==> src/design/art_pkg.sv <==
// Shared types, codes and defaults for the acknowledgment retransmit tracker.
// Used by art_slot_eval and ack_retransmit_tracker_unit; depends on nothing else.
package art_pkg;

   // Default table geometry.
   localparam int NUM_DEST_DEF       = 4;
   localparam int SLOTS_PER_DEST_DEF = 8;

   // Configuration register reset values.
   localparam logic [15:0] ACK_TIMEOUT_RESET = 16'd100;
   localparam logic [7:0]  MAX_TRIALS_RESET  = 8'd3;

   // Configuration register indexes.
   localparam logic CSR_ACK_TIMEOUT = 1'b0;
   localparam logic CSR_MAX_TRIALS  = 1'b1;

   // Command codes of an input word.
   localparam logic [1:0] CMD_TRACK = 2'd0;
   localparam logic [1:0] CMD_ACK   = 2'd1;
   localparam logic [1:0] CMD_TICK  = 2'd2;

   // Result kinds.
   localparam logic [2:0] KIND_TRACKED   = 3'd0;
   localparam logic [2:0] KIND_FULL      = 3'd1;
   localparam logic [2:0] KIND_ACK       = 3'd2;
   localparam logic [2:0] KIND_RESEND    = 3'd3;
   localparam logic [2:0] KIND_DROPPED   = 3'd4;
   localparam logic [2:0] KIND_TICK_DONE = 3'd5;

   // One table entry as kept in the slot memory.
   typedef struct packed {
      logic [15:0] id;
      logic [31:0] stamp;
      logic [7:0]  trials;
   } slot_type;

   // Verdict of the slot evaluator for the entry under inspection.
   typedef struct packed {
      logic       hit;
      logic       drop;
      logic [7:0] trials_next;
   } eval_type;

endpackage

==> src/design/art_ram.sv <==
// Generic single-write, single-read RAM with a registered read port.
// Stand-alone; no package needed.
module art_ram #(
   parameter int WIDTH = 8,
   parameter int DEPTH = 32
) (
   input  logic                                   clock,
   input  logic                                   wr_en,
   input  logic [(DEPTH > 1 ? $clog2(DEPTH) : 1)-1:0] wr_addr,
   input  logic [WIDTH-1:0]                       wr_data,
   input  logic [(DEPTH > 1 ? $clog2(DEPTH) : 1)-1:0] rd_addr,
   output logic [WIDTH-1:0]                       rd_data
);

   logic [WIDTH-1:0] mem_ff [DEPTH];
   logic [WIDTH-1:0] rd_data_ff;

   // Write port and registered read port.
   always_ff @(posedge clock) begin
      if (wr_en) begin
         mem_ff[wr_addr] <= wr_data;
      end
      rd_data_ff <= mem_ff[rd_addr];
   end

   assign rd_data = rd_data_ff;

endmodule

==> src/design/art_slot_eval.sv <==
// Shared per-entry evaluator: id match, free test, wrapping timeout compare and
// trial count update for the one table entry that the sequencer has fetched. Uses art_pkg.
module art_slot_eval (
   input  logic [1:0]        command,
   input  logic              slot_valid,
   input  art_pkg::slot_type slot,
   input  logic [15:0]       message_id,
   input  logic [31:0]       now_ms,
   input  logic [15:0]       ack_timeout,
   input  logic [7:0]        max_trials,
   output art_pkg::eval_type verdict
);

   logic [31:0] elapsed;
   logic        timed_out;
   logic [8:0]  trials_inc;

   // Wrapping elapsed time since the entry was last sent.
   assign elapsed    = now_ms - slot.stamp;
   assign timed_out  = elapsed >= {16'd0, ack_timeout};
   assign trials_inc = {1'b0, slot.trials} + 9'd1;

   // The meaning of a hit depends on the command being worked.
   always_comb begin
      verdict.drop        = trials_inc > {1'b0, max_trials};
      verdict.trials_next = trials_inc[8] ? 8'hFF : trials_inc[7:0];
      case (command)
         art_pkg::CMD_TRACK: verdict.hit = !slot_valid;
         art_pkg::CMD_ACK:   verdict.hit = slot_valid && (slot.id == message_id);
         art_pkg::CMD_TICK:  verdict.hit = slot_valid && timed_out;
         default:            verdict.hit = 1'b0;
      endcase
   end

endmodule

==> src/design/ack_retransmit_tracker_unit.sv <==
// Acknowledgment retransmit tracker: a per-destination table of messages that wait
// for an acknowledgment. Uses art_pkg, art_ram and art_slot_eval.
//
// A word is taken only while the sequencer is idle, and the table is walked entry by
// entry (S_READ, then S_CHECK) through the single read port of the slot memory and one
// shared evaluator. A track or ack walks the destination's entries (a track stops at
// the first free slot), a tick walks the whole table; the walk stalls while the result
// side holds off a pending result. Command 3 is taken and dropped with no result.
// A finished result sits in an output register, so the next word can be taken
// while it waits. Valid bits live in flip-flops cleared by reset; no clearing pass.
module ack_retransmit_tracker_unit #(
   parameter int NUM_DEST       = art_pkg::NUM_DEST_DEF,
   parameter int SLOTS_PER_DEST = art_pkg::SLOTS_PER_DEST_DEF
) (
   input  logic        clock,
   input  logic        reset,
   // Input words.
   input  logic        req_valid,
   output logic        req_ready,
   input  logic [1:0]  req_command,
   input  logic [1:0]  req_destination,
   input  logic [15:0] req_message_id,
   input  logic [31:0] req_timestamp_ms,
   // Result words.
   output logic        rsp_valid,
   input  logic        rsp_ready,
   output logic [2:0]  rsp_kind,
   output logic [1:0]  rsp_dest_out,
   output logic [15:0] rsp_id_out,
   output logic [7:0]  rsp_trials_out,
   output logic [3:0]  rsp_cleared_count,
   output logic        rsp_last,
   // Configuration writes.
   input  logic        csr_we,
   input  logic        csr_index,
   input  logic [15:0] csr_wdata
);

   localparam int NUM_SLOTS = NUM_DEST * SLOTS_PER_DEST;
   localparam int IDX_W     = NUM_SLOTS > 1 ? $clog2(NUM_SLOTS) : 1;
   localparam int SUB_W     = SLOTS_PER_DEST > 1 ? $clog2(SLOTS_PER_DEST) : 1;
   localparam int DEST_W    = NUM_DEST > 1 ? $clog2(NUM_DEST) : 1;
   localparam int SLOT_BITS = $bits(art_pkg::slot_type);

   // Sequencer states.
   localparam logic [1:0] S_IDLE  = 2'd0;
   localparam logic [1:0] S_READ  = 2'd1;
   localparam logic [1:0] S_CHECK = 2'd2;
   localparam logic [1:0] S_FINAL = 2'd3;

   logic [1:0]           state_ff, state_in;
   logic [IDX_W-1:0]     idx_ff, idx_in;
   logic [SUB_W-1:0]     sub_ff, sub_in;
   logic [DEST_W-1:0]    dcnt_ff, dcnt_in;
   logic [3:0]           cleared_ff, cleared_in;
   logic [NUM_SLOTS-1:0] valid_ff, valid_in;
   logic [15:0]          timeout_ff;
   logic [7:0]           max_trials_ff;

   logic [1:0]  cmd_ff;
   logic [1:0]  dest_ff;
   logic [15:0] id_ff;
   logic [31:0] now_ff;

   logic        rsp_valid_ff;
   logic [2:0]  kind_ff, kind_in;
   logic [1:0]  dest_out_ff, dest_out_in;
   logic [15:0] id_out_ff, id_out_in;
   logic [7:0]  trials_out_ff, trials_out_in;
   logic [3:0]  count_out_ff, count_out_in;
   logic        last_ff, last_in;

   logic                 accept;
   logic                 dest_ok;
   logic                 out_free;
   logic                 emit;
   logic                 last_slot;
   logic                 need_emit;
   logic                 ram_we;
   art_pkg::slot_type    ram_wdata;
   logic [SLOT_BITS-1:0] ram_rdata;
   art_pkg::slot_type    slot_rd;
   art_pkg::eval_type    verdict;

   assign req_ready = (state_ff == S_IDLE);
   assign accept    = req_valid && req_ready;
   assign dest_ok   = 32'(req_destination) < NUM_DEST;
   assign out_free  = !rsp_valid_ff || rsp_ready;
   assign slot_rd   = art_pkg::slot_type'(ram_rdata);

   // Entry storage: id, send time and trial count.
   art_ram #(
      .WIDTH (SLOT_BITS),
      .DEPTH (NUM_SLOTS)
   ) u_slot_ram (
      .clock   (clock),
      .wr_en   (ram_we),
      .wr_addr (idx_ff),
      .wr_data (ram_wdata),
      .rd_addr (idx_ff),
      .rd_data (ram_rdata)
   );

   // Shared evaluator for the entry currently read.
   art_slot_eval u_eval (
      .command     (cmd_ff),
      .slot_valid  (valid_ff[idx_ff]),
      .slot        (slot_rd),
      .message_id  (id_ff),
      .now_ms      (now_ff),
      .ack_timeout (timeout_ff),
      .max_trials  (max_trials_ff),
      .verdict     (verdict)
   );

   assign last_slot = (sub_ff == SUB_W'(SLOTS_PER_DEST - 1)) &&
                      ((cmd_ff != art_pkg::CMD_TICK) || (dcnt_ff == DEST_W'(NUM_DEST - 1)));
   assign need_emit = verdict.hit &&
                      ((cmd_ff == art_pkg::CMD_TRACK) || (cmd_ff == art_pkg::CMD_TICK));

   // Sequencer: walk the entries, update the table and produce result words.
   always_comb begin
      state_in      = state_ff;
      idx_in        = idx_ff;
      sub_in        = sub_ff;
      dcnt_in       = dcnt_ff;
      cleared_in    = cleared_ff;
      valid_in      = valid_ff;
      ram_we        = 1'b0;
      ram_wdata     = slot_rd;
      emit          = 1'b0;
      kind_in       = art_pkg::KIND_TICK_DONE;
      dest_out_in   = 2'd0;
      id_out_in     = 16'd0;
      trials_out_in = 8'd0;
      count_out_in  = 4'd0;
      last_in       = 1'b1;
      case (state_ff)
         S_IDLE: begin
            if (accept) begin
               sub_in     = '0;
               cleared_in = 4'd0;
               if (req_command == art_pkg::CMD_TICK) begin
                  idx_in   = '0;
                  dcnt_in  = '0;
                  state_in = S_READ;
               end else if (req_command == art_pkg::CMD_TRACK ||
                            req_command == art_pkg::CMD_ACK) begin
                  idx_in   = IDX_W'(32'(req_destination) * SLOTS_PER_DEST);
                  dcnt_in  = DEST_W'(req_destination);
                  state_in = dest_ok ? S_READ : S_FINAL;
               end
            end
         end
         S_READ: begin
            state_in = S_CHECK;
         end
         S_CHECK: begin
            if (!need_emit || out_free) begin
               if (verdict.hit) begin
                  case (cmd_ff)
                     art_pkg::CMD_TRACK: begin
                        valid_in[idx_ff] = 1'b1;
                        ram_we           = 1'b1;
                        ram_wdata.id     = id_ff;
                        ram_wdata.stamp  = now_ff;
                        ram_wdata.trials = 8'd1;
                        emit             = 1'b1;
                        kind_in          = art_pkg::KIND_TRACKED;
                        dest_out_in      = dest_ff;
                        id_out_in        = id_ff;
                        trials_out_in    = 8'd1;
                     end
                     art_pkg::CMD_ACK: begin
                        valid_in[idx_ff] = 1'b0;
                        cleared_in       = cleared_ff + 4'd1;
                     end
                     default: begin
                        // Timed-out entry on a tick: restamp, then resend or drop.
                        ram_we           = 1'b1;
                        ram_wdata.stamp  = now_ff;
                        ram_wdata.trials = verdict.trials_next;
                        if (verdict.drop) begin
                           valid_in[idx_ff] = 1'b0;
                        end
                        emit          = 1'b1;
                        kind_in       = verdict.drop ? art_pkg::KIND_DROPPED
                                                     : art_pkg::KIND_RESEND;
                        dest_out_in   = 2'(dcnt_ff);
                        id_out_in     = slot_rd.id;
                        trials_out_in = verdict.trials_next;
                        last_in       = 1'b0;
                     end
                  endcase
               end
               if (verdict.hit && cmd_ff == art_pkg::CMD_TRACK) begin
                  state_in = S_IDLE;
               end else if (last_slot) begin
                  state_in = S_FINAL;
               end else begin
                  idx_in   = idx_ff + IDX_W'(1);
                  state_in = S_READ;
                  if (sub_ff == SUB_W'(SLOTS_PER_DEST - 1)) begin
                     sub_in  = '0;
                     dcnt_in = dcnt_ff + DEST_W'(1);
                  end else begin
                     sub_in = sub_ff + SUB_W'(1);
                  end
               end
            end
         end
         default: begin
            // Closing word of the command.
            if (out_free) begin
               emit     = 1'b1;
               state_in = S_IDLE;
               case (cmd_ff)
                  art_pkg::CMD_TRACK: begin
                     kind_in     = art_pkg::KIND_FULL;
                     dest_out_in = dest_ff;
                     id_out_in   = id_ff;
                  end
                  art_pkg::CMD_ACK: begin
                     kind_in      = art_pkg::KIND_ACK;
                     dest_out_in  = dest_ff;
                     id_out_in    = id_ff;
                     count_out_in = cleared_ff;
                  end
                  default: begin
                     kind_in = art_pkg::KIND_TICK_DONE;
                  end
               endcase
            end
         end
      endcase
   end

   // Control state and configuration registers.
   always_ff @(posedge clock) begin
      if (reset) begin
         state_ff      <= S_IDLE;
         idx_ff        <= '0;
         sub_ff        <= '0;
         dcnt_ff       <= '0;
         cleared_ff    <= 4'd0;
         valid_ff      <= '0;
         rsp_valid_ff  <= 1'b0;
         timeout_ff    <= art_pkg::ACK_TIMEOUT_RESET;
         max_trials_ff <= art_pkg::MAX_TRIALS_RESET;
      end else begin
         state_ff   <= state_in;
         idx_ff     <= idx_in;
         sub_ff     <= sub_in;
         dcnt_ff    <= dcnt_in;
         cleared_ff <= cleared_in;
         valid_ff   <= valid_in;
         if (emit) begin
            rsp_valid_ff <= 1'b1;
         end else if (rsp_ready) begin
            rsp_valid_ff <= 1'b0;
         end
         if (csr_we) begin
            case (csr_index)
               art_pkg::CSR_ACK_TIMEOUT: timeout_ff    <= csr_wdata;
               art_pkg::CSR_MAX_TRIALS:  max_trials_ff <= csr_wdata[7:0];
               default:                  timeout_ff    <= timeout_ff;
            endcase
         end
      end
   end

   // Captured input word and result payload.
   always_ff @(posedge clock) begin
      if (accept) begin
         cmd_ff  <= req_command;
         dest_ff <= req_destination;
         id_ff   <= req_message_id;
         now_ff  <= req_timestamp_ms;
      end
      if (emit) begin
         kind_ff       <= kind_in;
         dest_out_ff   <= dest_out_in;
         id_out_ff     <= id_out_in;
         trials_out_ff <= trials_out_in;
         count_out_ff  <= count_out_in;
         last_ff       <= last_in;
      end
   end

   assign rsp_valid         = rsp_valid_ff;
   assign rsp_kind          = kind_ff;
   assign rsp_dest_out      = dest_out_ff;
   assign rsp_id_out        = id_out_ff;
   assign rsp_trials_out    = trials_out_ff;
   assign rsp_cleared_count = count_out_ff;
   assign rsp_last          = last_ff;

   // A new result never overwrites one that is still waiting.
   a_no_overwrite: assert property (@(posedge clock) disable iff (reset)
      emit |-> out_free)
      else $error("result word overwritten while pending");

   // The closing word of a command returns the sequencer to idle.
   a_last_to_idle: assert property (@(posedge clock) disable iff (reset)
      (emit && last_in) |=> (state_ff == S_IDLE))
      else $error("sequencer busy after closing word");

   // An ack never clears more entries than one destination owns.
   a_cleared_bound: assert property (@(posedge clock) disable iff (reset)
      (32'(cleared_ff) <= SLOTS_PER_DEST))
      else $error("cleared count beyond slots per destination");

   // The walk index stays inside the table.
   a_idx_range: assert property (@(posedge clock) disable iff (reset)
      (state_ff == S_READ || state_ff == S_CHECK) |-> (32'(idx_ff) < NUM_SLOTS))
      else $error("slot index out of range");

endmodule
==> config.mk <==
export PLATFORM = sky130hd
export DESIGN_NAME = ack_retransmit_tracker_unit
export DESIGN_NICKNAME = d
export VERILOG_FILES = /design/src/design/art_pkg.sv /design/src/design/art_ram.sv /design/src/design/art_slot_eval.sv /design/src/design/ack_retransmit_tracker_unit.sv
export SDC_FILE = /design/constraint.sdc
export NUM_CORES = 2
export LEC_CHECK = 0
export ABC_AREA = 0
export BUFFER_PORTS_ARGS = -buffer_cell sky130_fd_sc_hd__buf_2
export CAP_MARGIN = 15
export CELL_PAD_IN_SITES_DETAIL_PLACEMENT = 0
export CELL_PAD_IN_SITES_GLOBAL_PLACEMENT = 1
export CORE_UTILIZATION = 23
export DETAILED_ROUTE_END_ITERATION = 16
export PLACE_DENSITY = 0.45
export RECOVER_POWER = 25
export SYNTH_ARGS = -nofsm -noshare
export SYNTH_HDL_FRONTEND = slang
export SYNTH_HIERARCHICAL = 1
export SYNTH_SLANG_ARGS = --single-unit
==> constraint.sdc <==
create_clock -name clock -period 7.44 [get_ports clock]
set_input_delay 0.744 -clock clock [delete_from_list [all_inputs] [get_ports clock]]
set_output_delay 0.744 -clock clock [all_outputs]
set_load 0.01 [all_outputs]
# [Word level (Yosys, flattened, before mapping)]
# Memory sizes are Yosys's and may differ from the RTL's. A register that Yosys moved wholly into a read port is not among the register bits.
# Index checks and enable logic that the tools add are counted.
[word_totals] reg_bits=159 mem_bits_rw=1792 mem_count=1 output_inout_bits=36
[mem_list] memory="u_slot_ram.mem_ff" words=32 word_bits=56 read_ports=1 rd_ports_with_merged_regs=1 wr=1 line="art_ram.sv:15" text="logic [WIDTH-1:0] mem_ff [DEPTH];"
[classes] magnitude_cmp=4 n_mux=78 addsub=6 n_eq_ne=18 n_reduce_logical=34 bitwise_logic=6
[ops] cell="56-bit two-way mux" count=3
[ops] cell="16-bit two-way mux" count=5
[ops] cell="40-bit one-hot mux with 2 select lines" count=1
[ops] cell="16-bit one-hot mux with 2 select lines" count=2
[ops] cell="32-bit one-hot mux with 2 select lines" count=1
[ops] cell="2-bit two-way mux" count=18
[ops] cell="32-bit bitwise AND" count=1
[ops] cell="32-bit by 16-bit greater-or-equal comparator with 1-bit output" count=1
[ops] cell="32-bit two-way mux" count=1
[ops] cell="32-bit inverter" count=1
[ops] cell="32-bit bitwise OR" count=1
[ops] cell="32-bit subtractor" count=1
[ops] cell="5-bit two-way mux" count=6
[ops] cell="3-bit two-way mux" count=9
[ops] cell="3-bit one-hot mux with 2 select lines" count=4
[ops] cell="16-bit equality test" count=1
[ops] cell="4-bit two-way mux" count=4
[ops] cell="8-bit one-hot mux with 2 select lines" count=1
[ops] cell="1-bit two-way mux" count=12
[ops] cell="2-bit inequality test, second input constant" count=6
[ops] cell="2-bit one-hot mux with 2 select lines" count=3
[ops] cell="5-bit one-hot mux with 2 select lines" count=1
[ops] cell="5-bit AND reduction" count=2
[ops] cell="8-bit by 1-bit adder with 9-bit output, second input constant" count=1
[ops] cell="34 further kinds" count=60

# [Depth between registers and ports, before layout]
[logic_depth] depth_word=11 mapped_depth=29

# [Cells and area by module]
# Netlist, hierarchy kept.
[modules_own_cells] module="art_ram" cells_each=3917 area_each_um2=70794.1 instances=1 seq_area_each_um2=54932.7
[modules_own_cells] module="ack_retransmit_tracker_unit" cells_each=702 area_each_um2=7345.8 instances=1 seq_area_each_um2=4043.9
[modules_own_cells] module="art_slot_eval" cells_each=447 area_each_um2=3050.4 instances=1 seq_area_each_um2=0.0

# [Least setup slack after synthesis]
# Ideal clock, no wire load.
[synth_path] path_kind="register -> register" startpoint="register now_ff[4]" endpoint="memory u_slot_ram/mem_ff[28][0] (netlist bit), enable pin" slack_ns=-0.239 required_ns=6.970 setup_time_ns=0.470 stages_incl_launch_ff=27 path_buffers=4 arrival_ns=7.209 cell_sequence="edfxtp_1 ha_1 a21o_1 a21oi_1 a21boi_1 or3_1 a21boi_0 xnor2_1 ha_1 a21oi_1 a21boi_0 a2111oi_0 o311ai_0 a211oi_1 o2111ai_1 a2111oi_0 nor4b_2 a21oi_1 and2_1 buf_2 buf_2 nand3_2 clkinv_1 buf_2 or3b_2 clkbuf_1 nor2_1"
[synth_rtl] item="start, declared" line="ack_retransmit_tracker_unit.sv:63" text="logic [31:0] now_ff;"
[synth_rtl] item="start signal, assigned" line="ack_retransmit_tracker_unit.sv:278" text="now_ff <= req_timestamp_ms;"
[synth_rtl] item="end, declared" line="art_ram.sv:15"

==> impl_metrics.ini <==
[synth]
synthArstFlopShare_pct = 0
synth.avg_cell_area_um2 = 16.0
netlist_instances = 5066
synth_cell_type_count = 88
syn-cell-area_mm2 = 0.0812
yosysWarnings = 6
synth_fa_ha_area_share_pct = 1.13
synth_compound_area_share_pct = 6.71
synth_top_area_share_pct = 69.5
ys_ff_latch = 2007
yosys.area_share.simple_pct = 5.05
muxShareOfSynthArea_pct = 11.5
ys_dominant_reg_cell = edfxtp_1
synth_xor_area_share_pct = 0.442
synth.most_common_cell = edfxtp_1
synth_top_family_by_area = multiplexers
yosys-top-cells-area = edfxtp_1 69%, mux2i_1 11%, dfxtp_1 3.2%
yosys.area.top_type = edfxtp_1
ys_seq_area_share_pct = 72.6
ys_top_cells_by_count = 1878 x edfxtp_1, 900 x mux2i_1, 353 x nand2_1
synth_edf_count = 1878
synth_fp_nets = 5213

[sta]
period_share_pct = 95.0
hold_slack_ns = 0.0629
fmax_mhz = 142
skew_ns = 0.0851
setup_tns_ns = 0
slew_violations = 352
setup_violations = 0
tightest_slew_ns = 4.36
slew_headroom_pct = -191
fin_crit_ns = 7.06
fin_ws_ns = 0.375
report.final.hold_viol_count = 0
rsz0062_at_grt = false

[layout]
final_net_count = 5443
fill_cells = 35500
final_area_mm2 = 0.0947
syn_to_final_growth_pct = 16.6
multi_input_area_mm2 = 0.0205
layout-drive-gt1-share_pct = 10.6
regArea_mm2 = 0.0590

[power_and_ir_drop]
p_leak_nw = 28.7
peakVddDrop_uv = 190
power_density_mw_per_mm2 = 299

[global_routing]
grt_pass1_wl_mm = 365
grt_start_max_net_pins = 119
grt_remaining_overflow = 0
first_global_vias = 45800
antenna_found_initial = 13
grt_use_total_pct = 14.4

[die]
core_area_mm2 = 0.350
die_area_mm2 = 0.355
pin_count = 110
num_rows = 217
die_h_um = 596
initial_core_util_pct = 23.2
die_w_um = 596

[place]
io_buffers = 109
dp_slack_ns = 0.499
gp_congestion = 0.733
hpwl_mm = 145
place_area_mm2 = 0.0876

[clock_network]
insertion_delay_ns = 0.91
numCtsBuffers = 224
clk_pin_slew_ns = 0.06
clockBufferDepth = 4
h-tree-depth = 4
cts-root-buf = clkbuf_16
cts.sinks = 2007
cts_tree = built
post_cts_resize_count = 0

[outcome]
status = finished, violations left
violations = capacitance limit, slew limit

[route]
wl_per_cell_um = 26.0
vias = 45400
drc = 0
dr_wl_met3_mm = 11.9
wl_met1_mm = 125
dr.pass1.iters = 5
highest_layer = met4
vias_per_cell = 4.50
wl_mm = 262
dr.first_iter.drc_count = 3414
dr_wl_met2_mm = 121
ant_nets = 0

[setup_path]
r2r_setup_slack_ns = 0.38
cp.required_ns = 7.91
end_kind = register
worstSetupStartpointType = register
critical_path_class = register to register
crit_start = now_ff[0]$_DFFE_PP_
cp.arrival_ns = 7.53
reg2reg_from = now_ff[0]$_DFFE_PP_
critPathMaxFanout = 43

[min_path]
min_path_type = input port to register
hp-start = req_timestamp_ms[25]

[job]
cap_violations = 8
==> final timing paths <==
kind | end | cells past startpoint
hold reg to reg | timeout_ff[10]$_SDFFE_PP0P_ | 2
setup reg to reg | u_slot_ram/mem_ff[23][31]$_DFFE_PP_ | 25
setup / recovery | u_slot_ram/mem_ff[23][31]$_DFFE_PP_ | 25
hold / removal | now_ff[25]$_DFFE_PP_ | 1
==> critical path, stage by stage (launching register included) <==
cell and delay, ns:
edfxtp_1 0.35, inv_1 0.05, ha_1 0.20, fa_1 0.42, nor2b_1 0.19, o2111ai_1 0.16
a21boi_1 0.45, or3_1 0.23, a21boi_0 0.11, xnor2_1 0.16, ha_1 0.32, a21oi_1 0.06
a21boi_0 0.17, a2111oi_0 0.08, o311ai_0 0.14, a211oi_1 0.09, o2111ai_1 0.10, a2111oi_0 0.08
nor4b_2 0.22, a21oi_1 0.26, and2_0 0.27, nand3_4 0.12, inv_2 0.19, nand3_1 0.42
nor2_2 1.20, buf_12 0.48
==> power by group <==
group | switching [mW] | internal [mW]
sequential | 0.267 | 13.4
clock | 4.56 | 6.39
combinational | 2.66 | 1.05
total | 7.49 | 20.9
==> layer usage <==
| metal | vias up | global-route usage, % |
|---|---|---|
| met5 | - | 0 |
| met4 | 0 | 2.79 |
| met3 | 290 | 2.04 |
| met2 | 1046 | 23.1 |
| met1 | 23800 | 20.5 |
| li1 | 20200 | - |
==> cells in the final DEF (no fill, tap or decap), types with 36 or more instances in the layout <==
cell | netlist | layout
edfxtp_1 | 1878 | 1878
mux2i_1 | 900 | 900
nand2_1 | 353 | 352
a21oi_1 | 235 | 235
clkbuf_16 | 0 | 227
nand3_1 | 186 | 186
a22oi_1 | 170 | 170
clkbuf_1 | 115 | 136
a22o_1 | 130 | 130
dfxtp_1 | 129 | 128
buf_4 | 50 | 86
inv_1 | 79 | 79
ha_1 | 72 | 72
nor3_1 | 68 | 68
a31oi_1 | 63 | 62
o21ai_0 | 62 | 61
buf_2 | 52 | 58
nor2b_1 | 51 | 50
nor2_1 | 76 | 45
o31ai_1 | 38 | 38
clkinv_1 | 1 | 36
==> through the flow <==
step / cells / total power, mW / util, %
final: 10100 / 28.3 / 27.0
after global routing: 10100 / 29.4 / 27.0
after CTS: 10100 / 28.7 / 27.1
after detailed placement: 9645 / 17.7 / 25.0
after global placement: 9643 / 17.7 / 25.0
after floorplan: 5066 / 16.0 / -
==> kinds of logic (layout without fill, tap and decap cells) <==
kind of cell,count (synthesis),in the layout
flops,2007,2007
mux,924,924
simple gates,862,862
compound gates,800,800
buf+inv,359,768
fa+ha+maj,73,73
xor+xnor,41,41
other cells,0,6
==> repair_timing <==
item                                   in CTS  in global routing
hold buffers                               24                  0
setup buffers                               0                  0
endpoints found under the hold margin      24                  0
==> layout make-up <==
cell class              instances  share of cell area (%)
multi-input cells            2700                    21.6
clock buffers                 313                    6.52
flip-flops and latches       2007                    62.3
repair buffers                282                    2.16
well taps                    4599                    6.08
diodes                          6                  0.0159
clock inverters                92                    1.01
inverters                      81                   0.322
==> sequential cells by signal, indices dropped and copies added (netlist names), 3 cells and up, named ones only <==
signal and flops:
rsp_cleared_count 4, id_ff 16, sub_ff 3, cleared_ff 4, u_slot_ram/rd_data 56, timeout_ff 16
rsp_id_out 16, now_ff 32, u_slot_ram/mem_ff 1792, rsp_trials_out 8, rsp_kind 3, idx_ff 5
max_trials_ff 8
Note: power is estimated with default switching activity, not from simulation.
